--- config.mk ---
export PLATFORM = sky130hd
export DESIGN_NAME = ordered_list_store
export DESIGN_NICKNAME = d
export VERILOG_FILES = /design/src/design/ols_pkg.sv /design/src/design/ols_cell.sv /design/src/design/ordered_list_store.sv
export SDC_FILE = /design/constraint.sdc
export NUM_CORES = 2
export LEC_CHECK = 0
export ABC_AREA = 0
export CAP_MARGIN = 20
export CORE_MARGIN = 4
export CORE_UTILIZATION = 48
export CTS_CLUSTER_DIAMETER = 200
export DETAILED_ROUTE_END_ITERATION = 8
export DONT_BUFFER_PORTS = 1
export GPL_TIMING_DRIVEN = 0
export PLACE_DENSITY = 0.62
export RECOVER_POWER = 100
export SYNTH_ARGS = -nofsm -noshare
export SYNTH_HDL_FRONTEND = slang
export SYNTH_SLANG_ARGS = --single-unit
--- constraint.sdc ---
create_clock -name clk -period 6.83 [get_ports clk]
set_input_delay 0.3415 -clock clk [delete_from_list [all_inputs] [get_ports clk]]
set_output_delay 0.3415 -clock clk [all_outputs]
set_load 0.01 [all_outputs]
--- src/design/ols_pkg.sv ---
`timescale 1ns / 1ps
// ----------------------------------------------------------------------------
// ols_pkg
// Shared types and constants for the ordered list store.
// ----------------------------------------------------------------------------
package ols_pkg;
  localparam int MAX_ENTRIES = 64;
  localparam int IDX_W = $clog2(MAX_ENTRIES);
  localparam int LEN_W = 7;

  localparam logic [2:0] REQ_APPEND = 3'd0;
  localparam logic [2:0] REQ_SEARCH = 3'd1;
  localparam logic [2:0] REQ_COUNT  = 3'd2;
  localparam logic [2:0] REQ_REMOVE = 3'd3;
  localparam logic [2:0] REQ_INSERT = 3'd4;

  localparam logic [1:0] ST_OK        = 2'd0;
  localparam logic [1:0] ST_NOT_FOUND = 2'd1;
  localparam logic [1:0] ST_TOO_SMALL = 2'd2;
  localparam logic [1:0] ST_FULL      = 2'd3;

  // Per-cycle command to the cells: shift and value are shared, load_in is per cell.
  typedef struct packed {
    logic        shift;    // each cell not loading takes its next neighbor's value (cell k takes k+1)
    logic        load_in;  // the selected cell takes the new value; load wins over shift
    logic [31:0] value;
  } ols_cmd_t;
endpackage

--- src/design/ols_cell.sv ---
`timescale 1ns / 1ps
// ----------------------------------------------------------------------------
// ols_cell
// One storage cell of the rotating chain: holds one word, passes it on.
// ----------------------------------------------------------------------------
module ols_cell (
  input  logic                 clk,
  input  ols_pkg::ols_cmd_t    cmd,
  input  logic [31:0]          prev_value,
  output logic [31:0]          value
);
  logic [31:0] value_r;
  logic [31:0] value_nxt;

  always_comb begin
    value_nxt = value_r;
    if (cmd.load_in) begin
      value_nxt = cmd.value;
    end else if (cmd.shift) begin
      value_nxt = prev_value;
    end
  end

  always_ff @(posedge clk) begin
    value_r <= value_nxt;
  end

  assign value = value_r;
endmodule

--- src/design/ordered_list_store.sv ---
`timescale 1ns / 1ps
// Timing: search/count/remove visit each held entry in S_SCAN and then answer from
//   S_DONE; append/insert also load the new word during the scan. Full, bad-position and
//   unused-type requests answer in the cycle after accept. Earlier search matches go out as found.
// Throughput: sequential; the next request can be taken in the cycle after the final word is
//   loaded, unless the output stalls; back-to-back for immediate answers.
// Reset: rst_n synchronous active low clears length, control and output valid; cell
//   contents are not reset and only entries below the length are ever read.
// ----------------------------------------------------------------------------
// ordered_list_store
// Ordered list held as a queue in a chain of cells, head in cell 0. A scanning
// request visits every stored word once: the head word leaves, is examined, and is
// either loaded back at the queue tail (kept) or dropped. An insert loads the
// new word at the tail when the words in front of it have been visited. After
// all original words are visited the queue is back in order with the edit.
// ----------------------------------------------------------------------------
module ordered_list_store (
  input  logic        clk,
  input  logic        rst_n,
  input  logic        in_valid,
  output logic        in_stall,
  input  logic [2:0]  in_req_type,
  input  logic signed [31:0] in_value,
  input  logic [6:0]  in_position,
  output logic        out_valid,
  input  logic        out_stall,
  output logic [1:0]  out_status,
  output logic [6:0]  out_match_position,
  output logic [6:0]  out_match_count,
  output logic        out_last
);
  localparam int N  = ols_pkg::MAX_ENTRIES;
  localparam int LW = ols_pkg::LEN_W;
  localparam int IW = ols_pkg::IDX_W;

  localparam logic [1:0] S_IDLE = 2'd0;
  localparam logic [1:0] S_SCAN = 2'd1;
  localparam logic [1:0] S_DONE = 2'd2;

  logic [1:0]    state_r, state_nxt;
  logic [LW-1:0] len_r, len_nxt;       // words currently in the queue
  logic [LW-1:0] orig_r, orig_nxt;     // length at request start
  logic [LW-1:0] vis_r, vis_nxt;       // original words visited so far
  logic [2:0]    req_r, req_nxt;
  logic [31:0]   key_r, key_nxt;
  logic [LW-1:0] pos_r, pos_nxt;       // insert position (append: length + 1)
  logic          ins_pend_r, ins_pend_nxt;
  logic          seen_r, seen_nxt;
  logic          found_r, found_nxt;
  logic [LW-1:0] mpos_r, mpos_nxt;     // held-back search match, sent when next is known
  logic [LW-1:0] cnt_r, cnt_nxt;

  logic          ov_r, ov_nxt;
  logic [1:0]    os_r, os_nxt;
  logic [LW-1:0] op_r, op_nxt, oc_r, oc_nxt;
  logic          ol_r, ol_nxt;

  logic [31:0]   cell_v [N];
  logic [31:0]   cell_next [N];
  logic          ring_shift;
  logic          ring_load;
  logic [IW-1:0] load_idx;
  logic [31:0]   load_val;

  // Chain: cell k takes cell k+1 on a shift; one selected cell loads instead.
  genvar g;
  generate
    for (g = 0; g < N; g++) begin : g_cell
      ols_pkg::ols_cmd_t c;
      assign c = '{shift: ring_shift,
                   load_in: ring_load && (load_idx == IW'(g)),
                   value: load_val};
      if (g == N - 1) begin : g_tail
        assign cell_next[g] = '0;
      end else begin : g_mid
        assign cell_next[g] = cell_v[g+1];
      end
      ols_cell u_cell (.clk(clk), .cmd(c), .prev_value(cell_next[g]),
                       .value(cell_v[g]));
    end
  endgenerate

  logic out_free;
  assign out_free = !ov_r || !out_stall;
  assign in_stall = (state_r != S_IDLE) || !out_free;
  assign out_valid = ov_r;
  assign out_status = os_r;
  assign out_match_position = op_r;
  assign out_match_count = oc_r;
  assign out_last = ol_r;

  logic        in_acc;
  logic [31:0] head;
  logic        hit;
  logic        ins_here;
  logic        pop_go;

  assign in_acc = in_valid && !in_stall;
  assign head = cell_v[0];
  assign hit = (head == key_r);
  assign ins_here = ins_pend_r && (vis_r == pos_r - LW'(1));
  // A search hit with a match already held must hand that one to the output first.
  assign pop_go = !(req_r == ols_pkg::REQ_SEARCH && hit && found_r) || out_free;

  always_comb begin
    state_nxt = state_r;
    len_nxt = len_r;
    orig_nxt = orig_r;
    vis_nxt = vis_r;
    req_nxt = req_r;
    key_nxt = key_r;
    pos_nxt = pos_r;
    ins_pend_nxt = ins_pend_r;
    seen_nxt = seen_r;
    found_nxt = found_r;
    mpos_nxt = mpos_r;
    cnt_nxt = cnt_r;
    ov_nxt = ov_r && out_stall;
    os_nxt = os_r;
    op_nxt = op_r;
    oc_nxt = oc_r;
    ol_nxt = ol_r;
    ring_shift = 1'b0;
    ring_load = 1'b0;
    load_idx = '0;
    load_val = head;

    unique case (state_r)
      S_IDLE: begin
        if (in_acc) begin
          req_nxt = in_req_type;
          key_nxt = in_value;
          pos_nxt = in_position;
          orig_nxt = len_r;
          vis_nxt = '0;
          seen_nxt = 1'b0;
          found_nxt = 1'b0;
          mpos_nxt = '0;
          cnt_nxt = '0;
          ins_pend_nxt = 1'b0;
          if (in_req_type == ols_pkg::REQ_APPEND ||
              in_req_type == ols_pkg::REQ_INSERT) begin
            // full check comes before the position check
            if (len_r >= LW'(N)) begin
              ov_nxt = 1'b1; os_nxt = ols_pkg::ST_FULL;
              op_nxt = '0; oc_nxt = '0; ol_nxt = 1'b1;
            end else if (in_req_type == ols_pkg::REQ_INSERT &&
                         (in_position == 7'd0 || in_position > len_r + LW'(1))) begin
              ov_nxt = 1'b1; os_nxt = ols_pkg::ST_TOO_SMALL;
              op_nxt = '0; oc_nxt = '0; ol_nxt = 1'b1;
            end else begin
              state_nxt = S_SCAN;
              ins_pend_nxt = 1'b1;
              if (in_req_type == ols_pkg::REQ_APPEND) pos_nxt = len_r + LW'(1);
            end
          end else if (in_req_type == ols_pkg::REQ_SEARCH ||
                       in_req_type == ols_pkg::REQ_COUNT ||
                       in_req_type == ols_pkg::REQ_REMOVE) begin
            state_nxt = S_SCAN;
          end else begin
            // unused request type: plain ok word
            ov_nxt = 1'b1; os_nxt = ols_pkg::ST_OK;
            op_nxt = '0; oc_nxt = '0; ol_nxt = 1'b1;
          end
        end
      end
      S_SCAN: begin
        if (ins_here) begin
          // new word joins the queue tail; the head holds this cycle
          ring_load = 1'b1;
          load_idx = IW'(len_r);
          load_val = key_r;
          len_nxt = len_r + LW'(1);
          ins_pend_nxt = 1'b0;
        end else if (vis_r < orig_r) begin
          if (pop_go) begin
            ring_shift = 1'b1;
            ring_load = 1'b1;
            load_idx = IW'(len_r - LW'(1));
            vis_nxt = vis_r + LW'(1);
            unique case (req_r)
              ols_pkg::REQ_SEARCH: begin
                if (hit) begin
                  if (found_r) begin
                    ov_nxt = 1'b1; os_nxt = ols_pkg::ST_OK;
                    op_nxt = mpos_r; oc_nxt = '0; ol_nxt = 1'b0;
                  end
                  found_nxt = 1'b1;
                  mpos_nxt = vis_r + LW'(1);
                end
              end
              ols_pkg::REQ_COUNT: begin
                if (hit) cnt_nxt = cnt_r + LW'(1);
              end
              ols_pkg::REQ_REMOVE: begin
                if (hit) begin
                  if (seen_r) begin
                    // later duplicate: not loaded back, queue shrinks
                    ring_load = 1'b0;
                    len_nxt = len_r - LW'(1);
                  end
                  seen_nxt = 1'b1;
                end
              end
              default: ;
            endcase
          end
        end else begin
          state_nxt = S_DONE;
        end
      end
      S_DONE: begin
        if (out_free) begin
          state_nxt = S_IDLE;
          ov_nxt = 1'b1; op_nxt = '0; oc_nxt = '0; ol_nxt = 1'b1;
          os_nxt = ols_pkg::ST_OK;
          unique case (req_r)
            ols_pkg::REQ_SEARCH: begin
              if (found_r) op_nxt = mpos_r;
              else os_nxt = ols_pkg::ST_NOT_FOUND;
            end
            ols_pkg::REQ_COUNT: begin
              oc_nxt = cnt_r;
              if (cnt_r == '0) os_nxt = ols_pkg::ST_NOT_FOUND;
            end
            default: ;
          endcase
        end
      end
      default: state_nxt = S_IDLE;
    endcase
  end

  always_ff @(posedge clk) begin
    if (!rst_n) begin
      state_r <= S_IDLE;
      len_r <= '0;
      ov_r <= 1'b0;
    end else begin
      state_r <= state_nxt;
      len_r <= len_nxt;
      ov_r <= ov_nxt;
    end
  end

  always_ff @(posedge clk) begin
    orig_r <= orig_nxt;
    vis_r <= vis_nxt;
    req_r <= req_nxt;
    key_r <= key_nxt;
    pos_r <= pos_nxt;
    ins_pend_r <= ins_pend_nxt;
    seen_r <= seen_nxt;
    found_r <= found_nxt;
    mpos_r <= mpos_nxt;
    cnt_r <= cnt_nxt;
    os_r <= os_nxt;
    op_r <= op_nxt;
    oc_r <= oc_nxt;
    ol_r <= ol_nxt;
  end
endmodule
### Yosys cells after proc, flatten, opt, wreduce, memory -nomap -nowiden

Cells that the tools add are included.

* input port bits: 46
* word-level logic and storage cells: 613
* output and inout bits: 19
* register bits: 2148

* equality and inequality tests: 91
* reduce and logical (&&, ||, !) cells: 168
* order comparisons: 3
* multiplexer cells: 265
* add/sub/neg operators: 5

Operators with widths (number)
* 32-bit two-way mux: 130
* 7-bit two-way mux: 46
* 6-bit == test, second input constant: 32
* 2-bit nonzero test: 71
* 6-bit by 5-bit == test with 1-bit output, second input constant: 16
* 1-bit logical AND: 70
* 1-bit two-way mux: 52
* 6-bit by 4-bit == test with 1-bit output, second input constant: 8
* 7-bit one-hot mux with 2 select lines: 3
* 7-bit one-hot mux with 3 select lines: 2
* 2-bit two-way mux: 20
* 32-bit == test: 1
* 7-bit AND reduction: 4
* 6-bit by 3-bit == test with 1-bit output, second input constant: 4
* 6-bit two-way mux: 4
* 2-bit inequality test, second input constant: 12
* 7-bit by 1-bit adder with 7-bit output, second input constant: 3
* 7-bit zero test: 2
* 7-bit by 1-bit subtractor with 7-bit output, second input constant: 2
* 3-bit by 2-bit == test with 1-bit output, second input constant: 4
* 6-bit by 2-bit == test with 1-bit output, second input constant: 2
* 3-bit inequality test, second input constant: 4
* 2-bit one-hot mux with 3 select lines: 2
* 11-bit AND reduction: 1
* 22 further kinds: 37

### Depth between registers and ports, before layout

* depth after elaboration: 12
* gate-level depth with buffers: 15
* gate-level depth less buffers: 12

### Hierarchy

Synthesis repeated with hierarchy kept, for this count alone.

* cell total of the unflattened synthesis: 5007
* area, all modules: 102721.0 µm²

By module, submodules not included
* ols_cell: cells each 69, area each 1507.7 µm², seq. area each 960.9 µm², instances 64
* ordered_list_store: cells each 591, area each 6228.5 µm², seq. area each 2902.8 µm², instances 1

### Worst setup path before layout

OpenSTA, ideal clock, no wires.

* kind: register to register
* from: register vis_r[6]
* to: register g_cell[19].u_cell.value_r[0] (enable)
* data required time: 6.364 ns
* data arrival time: 4.908 ns
* cell stages (with the launch flop): 11
* buffers on the path: 2
* path slack: 1.456 ns
* cell sequence: edfxtp_1 > ha_1 > a41o_1 > a21oi_1 > inv_1 > a21o_1 > clkbuf_1 > o32ai_1 > o21ai_2 > buf_2 > o21ai_0

* word-level cells in the longest chain between the ends: 7
* elaborated cells between the ends (all ways): 15

Ends and longest elaborated chain
* start, declared: RTL line ordered_list_store.sv:43 `logic [LW-1:0] vis_r, vis_nxt;`
* start signal, assigned: RTL line ordered_list_store.sv:248 `vis_r <= vis_nxt;`
* 7-bit less-than comparator or 7-bit == test (tied branches): RTL line ordered_list_store.sv:175, ordered_list_store.sv:101
* 6-bit two-way mux or 1-bit logical AND (tied branches): RTL line ordered_list_store.sv:175, ordered_list_store.sv:101
* 6-bit two-way mux: RTL line ordered_list_store.sv:168 `if (ins_here) begin`
* 6-bit two-way mux: RTL line ordered_list_store.sv:128 `unique case (state_r)`
* 6-bit by 5-bit == test with 1-bit output: RTL line ordered_list_store.sv:71 `load_in: ring_load && (load_idx == IW'(g)),`
* 1-bit logical AND: RTL line ordered_list_store.sv:71
* 2-bit nonzero test (no source line) *
* end signal, assigned: RTL line ols_cell.sv:25 `value_r <= value_nxt;`
* end, declared: RTL line ols_cell.sv:12 `logic [31:0] value_r;`

Mark *: on every way between the ends. The rest lies on a longest branch, timed or not.
A chain may end at the register's enable or synchronous reset.

### Worst setup path after layout

* from: register key_r[11]
* to: register g_cell[17].u_cell.value_r[14] (enable)

* word-level cells in the longest chain between the ends: 12
* elaborated cells between the ends (all ways): 22

Ends and longest elaborated chain
* start, declared: RTL line ordered_list_store.sv:45 `logic [31:0] key_r, key_nxt;`
* start signal, assigned: RTL line ordered_list_store.sv:250 `key_r <= key_nxt;`
* 32-bit == test *: RTL line ordered_list_store.sv:100 `assign hit = (head == key_r);`
* 1-bit logical AND (2 in a row): RTL line ordered_list_store.sv:103 `assign pop_go = !(req_r == ols_pkg::REQ_SEARCH && hit && found_r) || out_free;`
* 1-bit zero test: RTL line ordered_list_store.sv:103
* 1-bit logical OR: RTL line ordered_list_store.sv:103
* 6-bit two-way mux: RTL line ordered_list_store.sv:176 `if (pop_go) begin`
* 6-bit two-way mux: RTL line ordered_list_store.sv:175 `end else if (vis_r < orig_r) begin`
* 6-bit two-way mux: RTL line ordered_list_store.sv:168
* 6-bit two-way mux: RTL line ordered_list_store.sv:128
* 6-bit by 5-bit == test with 1-bit output: RTL line ordered_list_store.sv:71
* 1-bit logical AND: RTL line ordered_list_store.sv:71
* 2-bit nonzero test (no source line) *
* end signal, assigned: RTL line ols_cell.sv:25
* end, declared: RTL line ols_cell.sv:12

Marks and branches as above.

==> metrics.txt <==
largest net degree at the start of global routing 51; ys flop type edfxtp_1; Yosys warnings 0; hold depth 1; power share of the clock group 33.8%; type of the tightest min-delay check primary input to register; clk buf depth 3; total power 34.47 mW; post-synthesis compound-gate area fraction 0.9004%; die height 448.4 um; adder-cell area share of the yosys netlist 0.3091%; number of synthesized flops with an enable pin 2,138; global-route wire length before repair 371,400 um; CP Launch Type register; # rows 161; Pleak 33.53 nW; Peak Freq 0.1503 GHz; Synth Net Count 5,321; final hold violations 0; ys async rst share 0%; Synth Register Bits 2,148; CTS sink cnt 2,148; Tcrit/Tclk final 97.41%; Yosys top cell area share 68.96%; post-DR vias/cell 5.933; PD cells 330.5 mW/mm^2; vias in the first global route 49,363; io pins 65; crit path DAT 7.20 ns; final global-route overflow total 0; Cell variety after synth 71; critical path type register to register; status complete, but fails checks; DP HPWL 181,100 um; DRT Pass-1 Iters 5; Slew headroom -65.59%; worst vdd ir 0.0002985 V; Via Count 49,327; Least-Margin Pin Slew 2.467 ns; Seq pwr share 52.0%; xor and xnor area share after synthesis 0.5980%; largest family of logic cells by synthesized area multiplexers; Root Buffer clkbuf_16; Clock Latency Late Sink 0.88 ns; gr usage total 26.14%; dpl cell area 0.09781 mm^2; clk slew on worst S/H paths 0.06 ns; violations in the final reports max-capacitance violations, max-slew violations; DIE AREA 0.2011 mm^2; Int Power 25.20 mW; largest area contributor in the netlist edfxtp_1; core area 0.1928 mm^2; post-synthesis mux area share 24.46%; fin nets 5,657; Buffers on Ports 0; sequential area share after synthesis 69.17%; final antenna-violating net count 0; Final Skew 0.04323 ns; Final Wtd Congestion 0.9001; Post-CTS Setup Repair Bufs 0; initial core utilization 48.30%; unrepaired setup endpoints after global routing false; Logic pwr share 14.2%; post-route cell area 0.1043 mm^2; setup_tns 0 ns; drt drc 0; Synth area leaders edfxtp_1 (69%), mux2_2 (24%), buf_2 (1.1%); Max Cap Viol 19; Synth Area in Simple Gates 2.415%; Post-Syn Area 0.09311 mm^2; Area Overhead vs Synth 12.00%; dpl cells 7,844; Critical Path RT 7.38 ns; Finished Layout Cells 8,314; Num CTS Buffers 219; switching share of power 26.89%; crit path max fanout 19; drt total wl 264,900 um; CP endpoint kind register; initial antenna violation count 29; Worst Reg2Reg Path Length in Cells 11; layout cells sized above 1 39.10%; Routed WL per cell 31.86 um; syn_area_per_cell 17.73 um^2; H-tree depth 4; CTS tree yes; Final setup viols 0; Post-Syn Instances 5,252; DIE WIDTH 448.4 um; NetSw 9.267 mW; fin crit period 6.653 ns; 1st-iter DRT viols 5,331; Pins Over Slew Limit 316
routing by layer:
layer	share of wire, %	global-route usage [%]	routed length [um]
met1	42	35.78	111500
met2	46	40.72	121000
met3	7.5	5.404	19880
met4	4.7	11.23	12580
met5	0	0	0
cells by family after synthesis:
group	after synthesis
AO/OA/AOI/OAI	114
XOR/XNOR	62
adder cells (fa/ha/maj)	23
buffers and inverters	465
flip-flops	2148
multiplexers	2023
AND/OR/NAND/NOR	417
worst max-delay path, stage by stage (launching register included):
cell	delay, ns
edfxtp_1	0.40
xnor2_1	0.61
nand4_1	0.46
nor4_2	0.67
and3_1	0.25
clkbuf_1	0.24
nor2_1	0.25
a41oi_2	0.91
nand3_1	0.90
clkbuf_1	0.53
nand2_1	0.80
buf_12	0.26
what timing repair did:
| item | CTS | global route |
|---|---|---|
| endpoints found under the hold margin | 63 | 0 |
| setup endpoints to repair | 0 | 15 |
| resized for setup | 0 | 1 |
| hold buffers | 47 | 0 |
power by group through the flow:
stage | Sequential, mW | Combinational (mW) | Clock (mW)
final | 17.9 | 4.88 | 11.6
after global routing | 18.1 | 5.15 | 12.3
after CTS | 17.9 | 5.05 | 11.8
after detailed placement | 18.2 | 4.99 | 0
after global placement | 18.3 | 4.53 | 0
after floorplan | 17.8 | 2.80 | 0
cell usage after synthesis, types with 3 or more instances:
cell type  count
o22ai_1        4
inv_1         23
mux2_2      1945
nor2b_1       44
ha_1          23
and2_1        20
nor3_1        12
o21ai_0       25
or2_2         35
or4_1          3
a31oi_1        4
nor2_1        52
nand2b_1       6
edfxtp_1    2138
and4_1         3
mux2i_1        4
nor4_1         9
xor2_1        12
nand4_1       16
buf_2        201
nor4_4         5
clkbuf_1     239
mux2_1        74
a41oi_1        3
and3_1        15
o311ai_0       3
nand3_1       30
or3_1          6
a21oi_1       20
nand2_1      135
a21o_1         5
dfxtp_1       10
o211ai_1       7
nor2_2         5
nor3_2        12
a41o_1         5
o21a_1         4
xnor2_1       49
final timing paths:
| check | start | end | slack [ns] |
|---|---|---|---|
| setup / recovery | key_r[11] | g_cell[17].u_cell.value[14] | 0.18 |
| hold / removal | in_value[23] | key_r[23] | 0.09 |
| setup reg to reg | key_r[11] | g_cell[17].u_cell.value[14] | 0.18 |
| hold reg to reg | len_r[5] | orig_r[5] | 0.44 |
area by class of cell:
type	count	area, um^2
fill	15174	88500
sequential	2148	64400
multi-input combinational	2639	26720
clock buffer	277	5759
tap	2526	3161
buffer	441	1690
timing repair buffer	115	1338
clock inverter	129	1081
inverter	24	90.09
antenna	15	37.54
metrics by stage:
stage / setup WS, ns / util, % / hold WS, ns
floorplan: 1.456 / - / 0.4064
global placement: -3.041 / 49.94 / 0.4156
detailed placement: 0.1579 / 50.74 / 0.4190
CTS: 0.09391 / 54.53 / 0.004331
global route: 0.1843 / 54.07 / 0.05081
finish: 0.1770 / 54.09 / 0.09247
layout by cell type (no fill, tap or decap), types with 6 or more instances in the layout:
cell	count
edfxtp_1	2138
diode_2	15
buf_12	9
nor4_1	8
buf_16	16
nor3_1	22
clkbuf_1	488
or2_2	34
ha_1	23
clkinv_2	43
o21ai_2	9
and3_1	15
nand4_1	16
nor2b_1	44
or3_1	6
nand2b_1	6
dfxtp_1	10
xnor2_1	49
nand3_1	30
o21ai_0	11
buf_2	15
bufinv_16	12
nand2_2	7
mux2_1	206
clkinv_1	57
a21oi_1	20
mux2_2	1813
dlygate4sd3_1	47
clkbuf_2	24
o211ai_1	7
nand2_1	128
inv_1	23
nor2_1	56
xor2_1	12
clkbuf_16	220
and2_0	16
registers in the layout (all words and copies together), names as in the netlist, 3 cells and up:
signal,cells
vis_r,7
orig_r,7
mpos_r,7
len_r,7
out_match_count,7
g_cell.u_cell.value,2048
out_match_position,7
key_r,32
cnt_r,7
req_r,3
pos_r,7
Note: power is estimated with default switching activity, not from simulation.
